File: src/sv/gcps_pkg.sv
// Shared types and constants for the game-pad config/poll sequencer.
// Holds the phase encoding, the fixed configuration frame bytes and the
// structs passed between the register file, the step logic and the top level.
package gcps_pkg;

    typedef enum logic [2:0] {
        PH_PROBE    = 3'd0,
        PH_ENTER    = 3'd1,
        PH_ANALOG   = 3'd2,
        PH_MOTOR    = 3'd3,
        PH_PRESSURE = 3'd4,
        PH_EXIT     = 3'd5,
        PH_POLL     = 3'd6
    } phase_t;

    // Configuration register indexes
    localparam logic [1:0] REG_SMALL_MOTOR = 2'd0;
    localparam logic [1:0] REG_LARGE_MOTOR = 2'd1;
    localparam logic [1:0] REG_SKIP_FAILS  = 2'd2;
    localparam logic [1:0] REG_RESYNC_FAILS = 2'd3;

    localparam int CFG_INDEX_W = 2;
    localparam int CFG_DATA_W  = 8;

    localparam logic [2:0] SKIP_FAILS_RST   = 3'd3;
    localparam logic [2:0] RESYNC_FAILS_RST = 3'd5;
    localparam logic [2:0] FAIL_CNT_MAX     = 3'd7;

    // Frame lengths in bytes: probe/enter are short, the rest of config is long
    localparam int SHORT_FRAME_LEN = 5;
    localparam int CFG_FRAME_LEN   = 9;

    localparam logic [7:0] BYTE_START    = 8'h01;
    localparam logic [7:0] BYTE_POLL     = 8'h42;
    localparam logic [7:0] BYTE_ACK      = 8'h5A;
    localparam logic [7:0] BYTE_CFG_ID   = 8'hF3;
    localparam logic [7:0] BYTE_MOTOR_OK = 8'h01;
    localparam logic [7:0] PRESSURE_MASK = 8'h73;

    localparam logic [7:0] CFG_FRAMES [0:5][0:8] = '{
        '{8'h01, 8'h42, 8'h00, 8'hFF, 8'hFF, 8'h00, 8'h00, 8'h00, 8'h00},
        '{8'h01, 8'h43, 8'h00, 8'h01, 8'h00, 8'h00, 8'h00, 8'h00, 8'h00},
        '{8'h01, 8'h44, 8'h00, 8'h01, 8'h03, 8'h00, 8'h00, 8'h00, 8'h00},
        '{8'h01, 8'h4D, 8'h00, 8'h00, 8'h01, 8'hFF, 8'hFF, 8'hFF, 8'hFF},
        '{8'h01, 8'h4F, 8'h00, 8'hFF, 8'hFF, 8'h03, 8'h00, 8'h00, 8'h00},
        '{8'h01, 8'h43, 8'h00, 8'h00, 8'h5A, 8'h5A, 8'h5A, 8'h5A, 8'h5A}
    };

    typedef struct packed {
        logic [7:0] small_motor;
        logic [7:0] large_motor;
        logic [2:0] skip_fails;
        logic [2:0] resync_fails;
    } cfg_t;

    typedef struct packed {
        phase_t     phase;
        logic [2:0] fail_cnt;
        logic       active;
        logic       check_ok;
    } seq_state_t;

    typedef struct packed {
        logic [7:0] tx_byte;
        logic       tx_valid;
        logic       attention;
        logic       frame_done;
        logic [7:0] pad_data;
        logic       pad_data_valid;
        logic       pad_data_last;
        phase_t     phase;
        logic       hard_resync;
    } result_t;

    // Fixed command byte of a configuration frame; zero past the table
    function automatic logic [7:0] cfg_cmd_byte(phase_t ph, logic [3:0] pos);
        logic [7:0] b;
        b = 8'h00;
        if (ph != PH_POLL && ph <= PH_EXIT && pos < 4'(CFG_FRAME_LEN))
        begin
            b = CFG_FRAMES[ph][pos];
        end
        return b;
    endfunction

endpackage

File: src/sv/gcps_cfg_regs.sv
// Configuration register file of the game-pad sequencer.
// Motor levels and failure thresholds; depends on gcps_pkg.
module gcps_cfg_regs (
    input  logic                           clk,
    input  logic                           rst_n,
    input  logic                           wr_en,
    input  logic [gcps_pkg::CFG_INDEX_W-1:0] wr_index,
    input  logic [gcps_pkg::CFG_DATA_W-1:0]  wr_data,
    output gcps_pkg::cfg_t                 cfg
);
    import gcps_pkg::*;

    cfg_t cfg_reg;
    cfg_t cfg_next;

    always_comb
    begin
        cfg_next = cfg_reg;
        if (wr_en)
        begin
            case (wr_index)
                REG_SMALL_MOTOR:  cfg_next.small_motor  = wr_data;
                REG_LARGE_MOTOR:  cfg_next.large_motor  = wr_data;
                REG_SKIP_FAILS:   cfg_next.skip_fails   = wr_data[2:0];
                REG_RESYNC_FAILS: cfg_next.resync_fails = wr_data[2:0];
                default:          cfg_next = cfg_reg;
            endcase
        end
    end

    always_ff @(posedge clk or negedge rst_n)
    begin
        if (!rst_n)
        begin
            cfg_reg.small_motor  <= 8'h00;
            cfg_reg.large_motor  <= 8'h00;
            cfg_reg.skip_fails   <= SKIP_FAILS_RST;
            cfg_reg.resync_fails <= RESYNC_FAILS_RST;
        end
        else
        begin
            cfg_reg <= cfg_next;
        end
    end

    assign cfg = cfg_reg;

endmodule

File: src/sv/gcps_step.sv
// Per-beat decision logic of the game-pad sequencer: next command byte,
// reply checks, frame end and phase/failure bookkeeping. Depends on gcps_pkg.
module gcps_step #(
    parameter int POLL_LENGTH = 21,
    parameter int POS_W       = 5
) (
    input  logic                   cmd,
    input  logic [7:0]             rx_byte,
    input  gcps_pkg::seq_state_t   st,
    input  logic [POS_W-1:0]       pos,
    input  gcps_pkg::cfg_t         cfg,
    output gcps_pkg::seq_state_t   st_next,
    output logic [POS_W-1:0]       pos_next,
    output gcps_pkg::result_t      res
);
    import gcps_pkg::*;

    localparam logic [POS_W:0] LEN_SHORT = (POS_W+1)'(SHORT_FRAME_LEN);
    localparam logic [POS_W:0] LEN_CFG   = (POS_W+1)'(CFG_FRAME_LEN);
    localparam logic [POS_W:0] LEN_POLL  = (POS_W+1)'(POLL_LENGTH);
    localparam logic [POS_W:0] POS_SMALL = (POS_W+1)'(3);
    localparam logic [POS_W:0] POS_LARGE = (POS_W+1)'(4);

    function automatic logic reply_ok(phase_t ph, logic [POS_W-1:0] p, logic [7:0] rx);
        logic ok;
        ok = 1'b1;
        case (ph)
            PH_PROBE, PH_ENTER:
            begin
                if (p == POS_W'(2)) ok = (rx == BYTE_ACK);
            end
            PH_ANALOG, PH_EXIT:
            begin
                if (p == POS_W'(1)) ok = (rx == BYTE_CFG_ID);
                if (p == POS_W'(2)) ok = (rx == BYTE_ACK);
            end
            PH_MOTOR:
            begin
                if (p == POS_W'(1)) ok = (rx == BYTE_CFG_ID);
                if (p == POS_W'(2)) ok = (rx == BYTE_ACK);
                if (p == POS_W'(4)) ok = (rx == BYTE_MOTOR_OK);
            end
            PH_PRESSURE:
            begin
                if (p == POS_W'(1)) ok = ((rx & PRESSURE_MASK) != 8'h00);
            end
            default: ok = 1'b1;
        endcase
        return ok;
    endfunction

    logic             polling;
    logic [POS_W:0]   frame_len;
    logic [POS_W:0]   pos_inc;
    logic [POS_W:0]   tx_pos;
    logic [7:0]       tx_sel;
    logic             ok_all;
    logic [2:0]       fail_inc;

    assign polling = (st.phase == PH_POLL);

    always_comb
    begin
        case (st.phase)
            PH_PROBE, PH_ENTER: frame_len = LEN_SHORT;
            PH_POLL:            frame_len = LEN_POLL;
            default:            frame_len = LEN_CFG;
        endcase
    end

    assign pos_inc  = {1'b0, pos} + 1'b1;
    assign tx_pos   = cmd ? pos_inc : '0;
    assign ok_all   = st.check_ok & (polling | reply_ok(st.phase, pos, rx_byte));
    assign fail_inc = (st.fail_cnt == FAIL_CNT_MAX) ? FAIL_CNT_MAX : st.fail_cnt + 3'd1;

    // Command byte for the byte that goes out after this beat
    always_comb
    begin
        if (polling)
        begin
            if (tx_pos == '0)
                tx_sel = BYTE_START;
            else if (tx_pos == (POS_W+1)'(1))
                tx_sel = BYTE_POLL;
            else if (tx_pos == POS_SMALL)
                tx_sel = cfg.small_motor;
            else if (tx_pos == POS_LARGE)
                tx_sel = cfg.large_motor;
            else
                tx_sel = 8'h00;
        end
        else if (tx_pos < LEN_CFG)
        begin
            tx_sel = cfg_cmd_byte(st.phase, tx_pos[3:0]);
        end
        else
        begin
            tx_sel = 8'h00;
        end
    end

    always_comb
    begin
        st_next  = st;
        pos_next = pos;
        res      = '0;

        if (!cmd)
        begin
            if (!st.active)
            begin
                st_next.active   = 1'b1;
                st_next.check_ok = 1'b1;
                pos_next         = '0;
                res.tx_byte      = tx_sel;
                res.tx_valid     = 1'b1;
            end
        end
        else if (st.active)
        begin
            if (polling)
            begin
                res.pad_data       = rx_byte;
                res.pad_data_valid = 1'b1;
            end
            st_next.check_ok = ok_all;

            if (pos_inc < frame_len)
            begin
                pos_next     = pos_inc[POS_W-1:0];
                res.tx_byte  = tx_sel;
                res.tx_valid = 1'b1;
            end
            else
            begin
                st_next.active   = 1'b0;
                st_next.check_ok = 1'b1;
                pos_next         = '0;
                res.frame_done   = 1'b1;
                if (polling)
                begin
                    res.pad_data_last = 1'b1;
                end
                else if (ok_all)
                begin
                    st_next.phase    = phase_t'(st.phase + 3'd1);
                    st_next.fail_cnt = 3'd0;
                end
                else if ((st.phase == PH_ANALOG || st.phase == PH_MOTOR) &&
                         fail_inc >= cfg.skip_fails)
                begin
                    // optional phase given up on
                    st_next.phase    = phase_t'(st.phase + 3'd1);
                    st_next.fail_cnt = 3'd0;
                end
                else if (fail_inc >= cfg.resync_fails)
                begin
                    st_next.phase    = PH_PROBE;
                    st_next.fail_cnt = 3'd0;
                    res.hard_resync  = 1'b1;
                end
                else
                begin
                    st_next.fail_cnt = fail_inc;
                end
            end
        end

        res.attention = st_next.active;
        res.phase     = st_next.phase;
    end

endmodule

File: src/sv/gcps_top_placeholder_unused.sv
// Game-pad sequencer state register stage.
// Holds the protocol state and byte position; depends on gcps_pkg.
module gcps_state_regs #(
    parameter int POS_W = 5
) (
    input  logic                 clk,
    input  logic                 rst_n,
    input  logic                 en,
    input  gcps_pkg::seq_state_t st_next,
    input  logic [POS_W-1:0]     pos_next,
    output gcps_pkg::seq_state_t st,
    output logic [POS_W-1:0]     pos
);
    import gcps_pkg::*;

    seq_state_t       st_reg;
    logic [POS_W-1:0] pos_reg;

    always_ff @(posedge clk or negedge rst_n)
    begin
        if (!rst_n)
        begin
            st_reg.phase    <= PH_PROBE;
            st_reg.fail_cnt <= 3'd0;
            st_reg.active   <= 1'b0;
            st_reg.check_ok <= 1'b1;
            pos_reg         <= '0;
        end
        else if (en)
        begin
            st_reg  <= st_next;
            pos_reg <= pos_next;
        end
    end

    assign st  = st_reg;
    assign pos = pos_reg;

endmodule

File: src/sv/gamepad_config_and_poll_sequencer.sv
// Game-pad host protocol sequencer. Each beat on the input channel (a poll tick
// or one reply byte) yields exactly one result beat carrying the next command
// byte and status. Beats enter an input register, the decision logic runs over
// that register and the protocol state, and the result lands in an output
// register. One beat is taken every cycle unless out_ready stalls a full output
// register, since the phase/position state updates in the same cycle the result
// is registered. The input side keeps accepting while a result waits unless both
// registers are full. Configuration writes are taken at any time (cfg_ready is
// always high) but are meant to be issued only while no beat is in flight.
// Depends on gcps_pkg, gcps_cfg_regs, gcps_step and gcps_state_regs.
module gamepad_config_and_poll_sequencer #(
    parameter int POLL_LENGTH = 21
) (
    input  logic                             clk,
    input  logic                             rst_n,
    input  logic                             in_valid,
    output logic                             in_ready,
    input  logic                             cmd,
    input  logic [7:0]                       rx_byte,
    output logic                             out_valid,
    input  logic                             out_ready,
    output logic [7:0]                       tx_byte,
    output logic                             tx_valid,
    output logic                             attention,
    output logic                             frame_done,
    output logic [7:0]                       pad_data,
    output logic                             pad_data_valid,
    output logic                             pad_data_last,
    output logic [2:0]                       phase,
    output logic                             hard_resync,
    input  logic                             cfg_valid,
    output logic                             cfg_ready,
    input  logic [gcps_pkg::CFG_INDEX_W-1:0] cfg_index,
    input  logic [gcps_pkg::CFG_DATA_W-1:0]  cfg_data
);
    import gcps_pkg::*;

    localparam int FRAME_MAX = (POLL_LENGTH > CFG_FRAME_LEN) ? POLL_LENGTH : CFG_FRAME_LEN;
    localparam int POS_W     = $clog2(FRAME_MAX);

    cfg_t             cfg;
    seq_state_t       st;
    seq_state_t       st_next;
    logic [POS_W-1:0] pos;
    logic [POS_W-1:0] pos_next;
    result_t          res;

    logic       in_valid_reg;
    logic       cmd_reg;
    logic [7:0] rx_byte_reg;
    logic       out_valid_reg;
    result_t    res_reg;
    logic       advance;

    assign cfg_ready = 1'b1;

    gcps_cfg_regs u_cfg (
        .clk      (clk),
        .rst_n    (rst_n),
        .wr_en    (cfg_valid),
        .wr_index (cfg_index),
        .wr_data  (cfg_data),
        .cfg      (cfg)
    );

    // Beat moves from the input register to the result register
    assign advance  = in_valid_reg && (!out_valid_reg || out_ready);
    assign in_ready = !in_valid_reg || advance;

    always_ff @(posedge clk or negedge rst_n)
    begin
        if (!rst_n)
        begin
            in_valid_reg <= 1'b0;
        end
        else if (in_ready)
        begin
            in_valid_reg <= in_valid;
        end
    end

    always_ff @(posedge clk)
    begin
        if (in_valid && in_ready)
        begin
            cmd_reg     <= cmd;
            rx_byte_reg <= rx_byte;
        end
    end

    gcps_step #(
        .POLL_LENGTH (POLL_LENGTH),
        .POS_W       (POS_W)
    ) u_step (
        .cmd      (cmd_reg),
        .rx_byte  (rx_byte_reg),
        .st       (st),
        .pos      (pos),
        .cfg      (cfg),
        .st_next  (st_next),
        .pos_next (pos_next),
        .res      (res)
    );

    gcps_state_regs #(
        .POS_W (POS_W)
    ) u_state (
        .clk      (clk),
        .rst_n    (rst_n),
        .en       (advance),
        .st_next  (st_next),
        .pos_next (pos_next),
        .st       (st),
        .pos      (pos)
    );

    always_ff @(posedge clk or negedge rst_n)
    begin
        if (!rst_n)
        begin
            out_valid_reg <= 1'b0;
        end
        else if (advance)
        begin
            out_valid_reg <= 1'b1;
        end
        else if (out_ready)
        begin
            out_valid_reg <= 1'b0;
        end
    end

    always_ff @(posedge clk)
    begin
        if (advance)
        begin
            res_reg <= res;
        end
    end

    assign out_valid      = out_valid_reg;
    assign tx_byte        = res_reg.tx_byte;
    assign tx_valid       = res_reg.tx_valid;
    assign attention      = res_reg.attention;
    assign frame_done     = res_reg.frame_done;
    assign pad_data       = res_reg.pad_data;
    assign pad_data_valid = res_reg.pad_data_valid;
    assign pad_data_last  = res_reg.pad_data_last;
    assign phase          = res_reg.phase;
    assign hard_resync    = res_reg.hard_resync;

    // A finished frame closes the select line
    a_done_closes: assert property (@(posedge clk) disable iff (!rst_n)
        out_valid && frame_done |-> !attention)
        else $error("frame_done with attention still high");

    // Reply bytes are forwarded only while polling
    a_pad_in_poll: assert property (@(posedge clk) disable iff (!rst_n)
        out_valid && pad_data_valid |-> phase == PH_POLL)
        else $error("pad_data_valid outside poll phase");

    // Resync lands in the probe phase at a frame end
    a_resync_probe: assert property (@(posedge clk) disable iff (!rst_n)
        out_valid && hard_resync |-> (phase == PH_PROBE && frame_done))
        else $error("hard_resync without return to probe");

    // Stalled beat in the input register is not dropped
    a_in_hold: assert property (@(posedge clk) disable iff (!rst_n)
        in_valid_reg && !advance |=> in_valid_reg && $stable(cmd_reg))
        else $error("input register lost a stalled beat");

    // State only moves when a beat is processed
    a_state_hold: assert property (@(posedge clk) disable iff (!rst_n)
        !advance |=> $stable(st) && $stable(pos))
        else $error("sequencer state changed without a beat");

endmodule

File: config.mk
export PLATFORM = sky130hd
export DESIGN_NAME = gamepad_config_and_poll_sequencer
export DESIGN_NICKNAME = d
export VERILOG_FILES = /design/src/sv/gcps_pkg.sv /design/src/sv/gcps_cfg_regs.sv /design/src/sv/gcps_step.sv /design/src/sv/gcps_top_placeholder_unused.sv /design/src/sv/gamepad_config_and_poll_sequencer.sv
export SDC_FILE = /design/constraint.sdc
export NUM_CORES = 1
export LEC_CHECK = 0
export BUFFER_PORTS_ARGS = -buffer_cell sky130_fd_sc_hd__clkbuf_2
export CORE_MARGIN = 2
export CORE_UTILIZATION = 25
export CTS_BUF_LIST = sky130_fd_sc_hd__clkbuf_4 sky130_fd_sc_hd__clkbuf_8
export DETAILED_ROUTE_END_ITERATION = 8
export PLACE_DENSITY = 0.42
export REMOVE_ABC_BUFFERS = 1
export SLEW_MARGIN = 20
export SYNTH_ARGS = -nofsm -noshare
export SYNTH_HDL_FRONTEND = slang
export SYNTH_SLANG_ARGS = --single-unit
File: constraint.sdc
create_clock -name clk -period 4.9 [get_ports clk]
set_input_delay 0 -clock clk [delete_from_list [all_inputs] [get_ports clk]]
set_output_delay 0 -clock clk [all_outputs]
set_load 0.005 [all_outputs]
==> results.md <==
* Outcome: completed
* Layout cells sized above 1 at between 20 and 25%
* H-tree depth at 3
* Final setup violation count at 0
* Routability cong. at between 0.8 and 0.9
* Pwr Density at 468 mW/mm^2
* ANT nets after route at 0
* Post-Layout Cell Count at roughly 660
* Vias at between 3000 and 4000
* Most common flop cell mapped by yosys: edfxtp_1
* FF+latch count, synth at 71
* First-pass GRT wire length at between 15 and 20 mm
* Worst rel slew slack at between 20 and 30%
* TritonCTS clock tree: built
* 1st-iter DRT viols at around 120
* Post-CTS Setup Inserts at 0
* CP Max Fanout at 13
* Core box area at 0.0158 sq mm
* Setup TNS at 0 ps
* Vias per cell at 4.74
* Commonest cells after routing, fill and taps aside: 49 x clkbuf_2, 34 x edfxtp_1, 32 x dfrtp_1, 26 x nand2_1
* Most common cell after layout, fill and taps aside: clkbuf_2
* Worst vdd ir at roughly 0.00016 V
* Drt drc at 0
* Initial antenna violation count at 0
* Critical-path cell with the highest stage delay: a2111oi_1
* Final worst-path cycle share at ~74%
* Largest stage delay, worst path at around 810 ps
* Vias in the first global route at between 3000 and 4000
* Seq/Total Area, Yosys at roughly 49%
* Skew-Pair Late Insertion Delay at roughly 360 ps
* CP delay by family, top: compound AO/OA/AOI/OAI gates
* CP required at about 5200 ps
* GRT Util Overall at a little over an eighth
* Clk root buf: clkbuf_8
* Crit path DAT at around 3900 ps
* Pin count of the biggest net entering global routing at 38
* Critical-path cell list: inv_1, ha_1, inv_1, nand2_1, o31a_1, inv_1, ha_1, nor2b_1, o21a_1, o21ai_0, a2111oi_1, o21ai_0, a22o_1
* Routed len/inst at around 16 um
* Port-buffer cells at 50
* Area growth syn-to-layout at 22.2%
* Die Wd at 131 um
* RSZ-0062 raised after global routing: false
* TritonCTS Sinks at just over 70
* CP Launch Type: register
* # diodes at 0
* Total Wirelength at ~10 mm
* Initial Util at roughly a quarter
* Post-synthesis cell count at 369
* Detailed placer's ending HPWL at just under 8 mm
* Async set or reset register ratio after synthesis at between 50 and 60%
* Worst-Margin Slew at 1070 ps
* Period minus WS final at approximately 3600 ps
* Worst hold path class: primary input to register
* Gr ovfl total at 0
* Clock Skews at roughly 7.9 ps
* Cell variety after synth at 66
* Num CTS Buffers at 9
* CP endpoint kind: register
* Synth Area per Inst at 10.9 sq um
* Static Leak at roughly 2 nW
* WP buf/inv at 3
* Die Height at 131 um
* Crit path top cell by count: inv_1
* Clock buffer depth at 2
* # IOs at 52
* MaxCap Viol Count at 0
* NumNets Final at 484
* Max reg flops at 22
* Fmax at ~0.28 GHz
* Hold Fails Final Rpt at 0
* Clock slew at reported path FFs at 70 ps
* Crit path kind: register to register
* Post-placement cell count at roughly 620
* Synth Cell Area at around 0.004 sq mm
* Yosys warnings at 0
* Drt pass-1 iters at 5
* Die Area at between 0.015 and 0.02 sq mm
* Site row count at 46
* Pins Over Slew Limit at 0
* Post-synth EDFFs at 34
==> metrics by stage <==
stage / power [mW] / util [%] / hold WS [ps] / area (sq um) / setup slack [ps]
finish: 2.30 / 31.1 / 68.7 / 4900 / 1300
floorplan: 1.51 / - / -296 / 3930 / 1360
detailed placement: 1.81 / 28.5 / 179 / 4490 / 1020
CTS: 2.32 / 31.1 / 47.8 / 4900 / 1010
global placement: 1.81 / 28.5 / 179 / 4490 / 1140
global route: 2.50 / 31.1 / 67.5 / 4900 / 921
==> kinds of logic after synthesis <==
group / count (synthesis) / synth area share (%)
other cells: 1 / 0.0935
fa+ha+maj: 22 / 6.86
compound gates: 104 / 18.3
flops: 71 / 48.7
buf+inv: 36 / 3.71
simple gates: 109 / 15.2
mux: 24 / 6.68
xor+xnor: 2 / 0.437
==> cell usage after synthesis, types with 2 or more instances <==
cell type  instances  area [sq um]
a21boi_0           2          15.0
nand2b_1          12          75.1
xor2_1             2          17.5
nor3_1             5          25.0
and2_1             5          31.3
a2111oi_0          2          17.5
a31oi_1            4          25.0
inv_1             17          63.8
or3_1              2          12.5
o2111ai_1          4          35.0
o31ai_1            3          22.5
and3_1            10          62.6
dfstp_2            5           131
a32oi_1            2          17.5
o211ai_1           4          30.0
nor3b_1            3          22.5
a21oi_1           21           105
o21bai_1           2          15.0
mux2i_1            2          20.0
a211oi_1           2          15.0
buf_2              2          10.0
o31a_1             2          17.5
a221oi_1           6          52.6
nand3_1            8          40.0
a21o_1             3          22.5
nand4_1            3          18.8
and4b_1            2          20.0
or2_2              4          25.0
clkbuf_1          14          52.6
o21ai_0           18          90.1
nor4b_1            2          17.5
nor2_1            13          48.8
a32o_1             5          50.1
a31o_2             2          17.5
nand3b_1           3          22.5
mux2_2            22           248
a311oi_1           2          17.5
o21a_1             3          22.5
dfrtp_1           32           801
a22o_1             6          52.6
ha_1              22           275
nor2b_1            4          25.0
edfxtp_1          34          1020
nand2_1           26          97.6
==> per-layer routing <==
metal	global-route usage, %	share of wire [%]
met1	17.6	46
met2	20.8	47
met3	3.18	5.0
met4	5.69	1.8
met5	0	0
==> report_power, final <==
| group | internal, mW | switching (mW) | leakage [nW] | total, mW |
|---|---|---|---|---|
| Sequential | 0.753 | 0.111 | 0.779 | 0.864 |
| Combinational | 0.390 | 0.558 | 1.14 | 0.948 |
| Clock | 0.265 | 0.219 | 0.104 | 0.484 |
| Total | 1.41 | 0.887 | 2.03 | 2.30 |
==> worst register-to-register path: stages (launching register included) <==
cell and delay, ps:
dfrtp_1 530, inv_1 190, ha_1 290, inv_1 120, nand2_1 80, o31a_1 200
inv_1 70, ha_1 260, nor2b_1 130, o21a_1 130, o21ai_0 150, a2111oi_1 810
o21ai_0 260, a22o_1 290
==> final cells by class <==
class                   count  area, sq um
repair buffers             76          498
fillers                  1666        10900
inverters                  18         67.6
clock inverters             3         42.5
clock buffers              13          160
multi-input cells         262         1910
well taps                 216          270
flip-flops and latches     71         1950
==> worst paths after layout <==
kind / from / end / slack, ps / cells after the start
min: cfg_index[1] / u_cfg.cfg[1] / 70 / 3
min in group asynchronous: rst_n / u_cfg.cfg[11] / 310 / 2
max reg2reg: u_state.st[5] / u_state.st[5] / 1300 / 13
min reg2reg: u_cfg.cfg[20] / u_cfg.cfg[20] / 500 / 1
max in group asynchronous: rst_n / u_state.st[6] / 4010 / 2
max: u_state.st[5] / u_state.st[5] / 1300 / 13
==> timing repair <==
item	4_1_cts	5_1_grt
endpoints found under the hold margin	65	0
gates resized for setup	0	0
hold buffers	21	0
No activity file was read; power rests on OpenSTA's default activity.
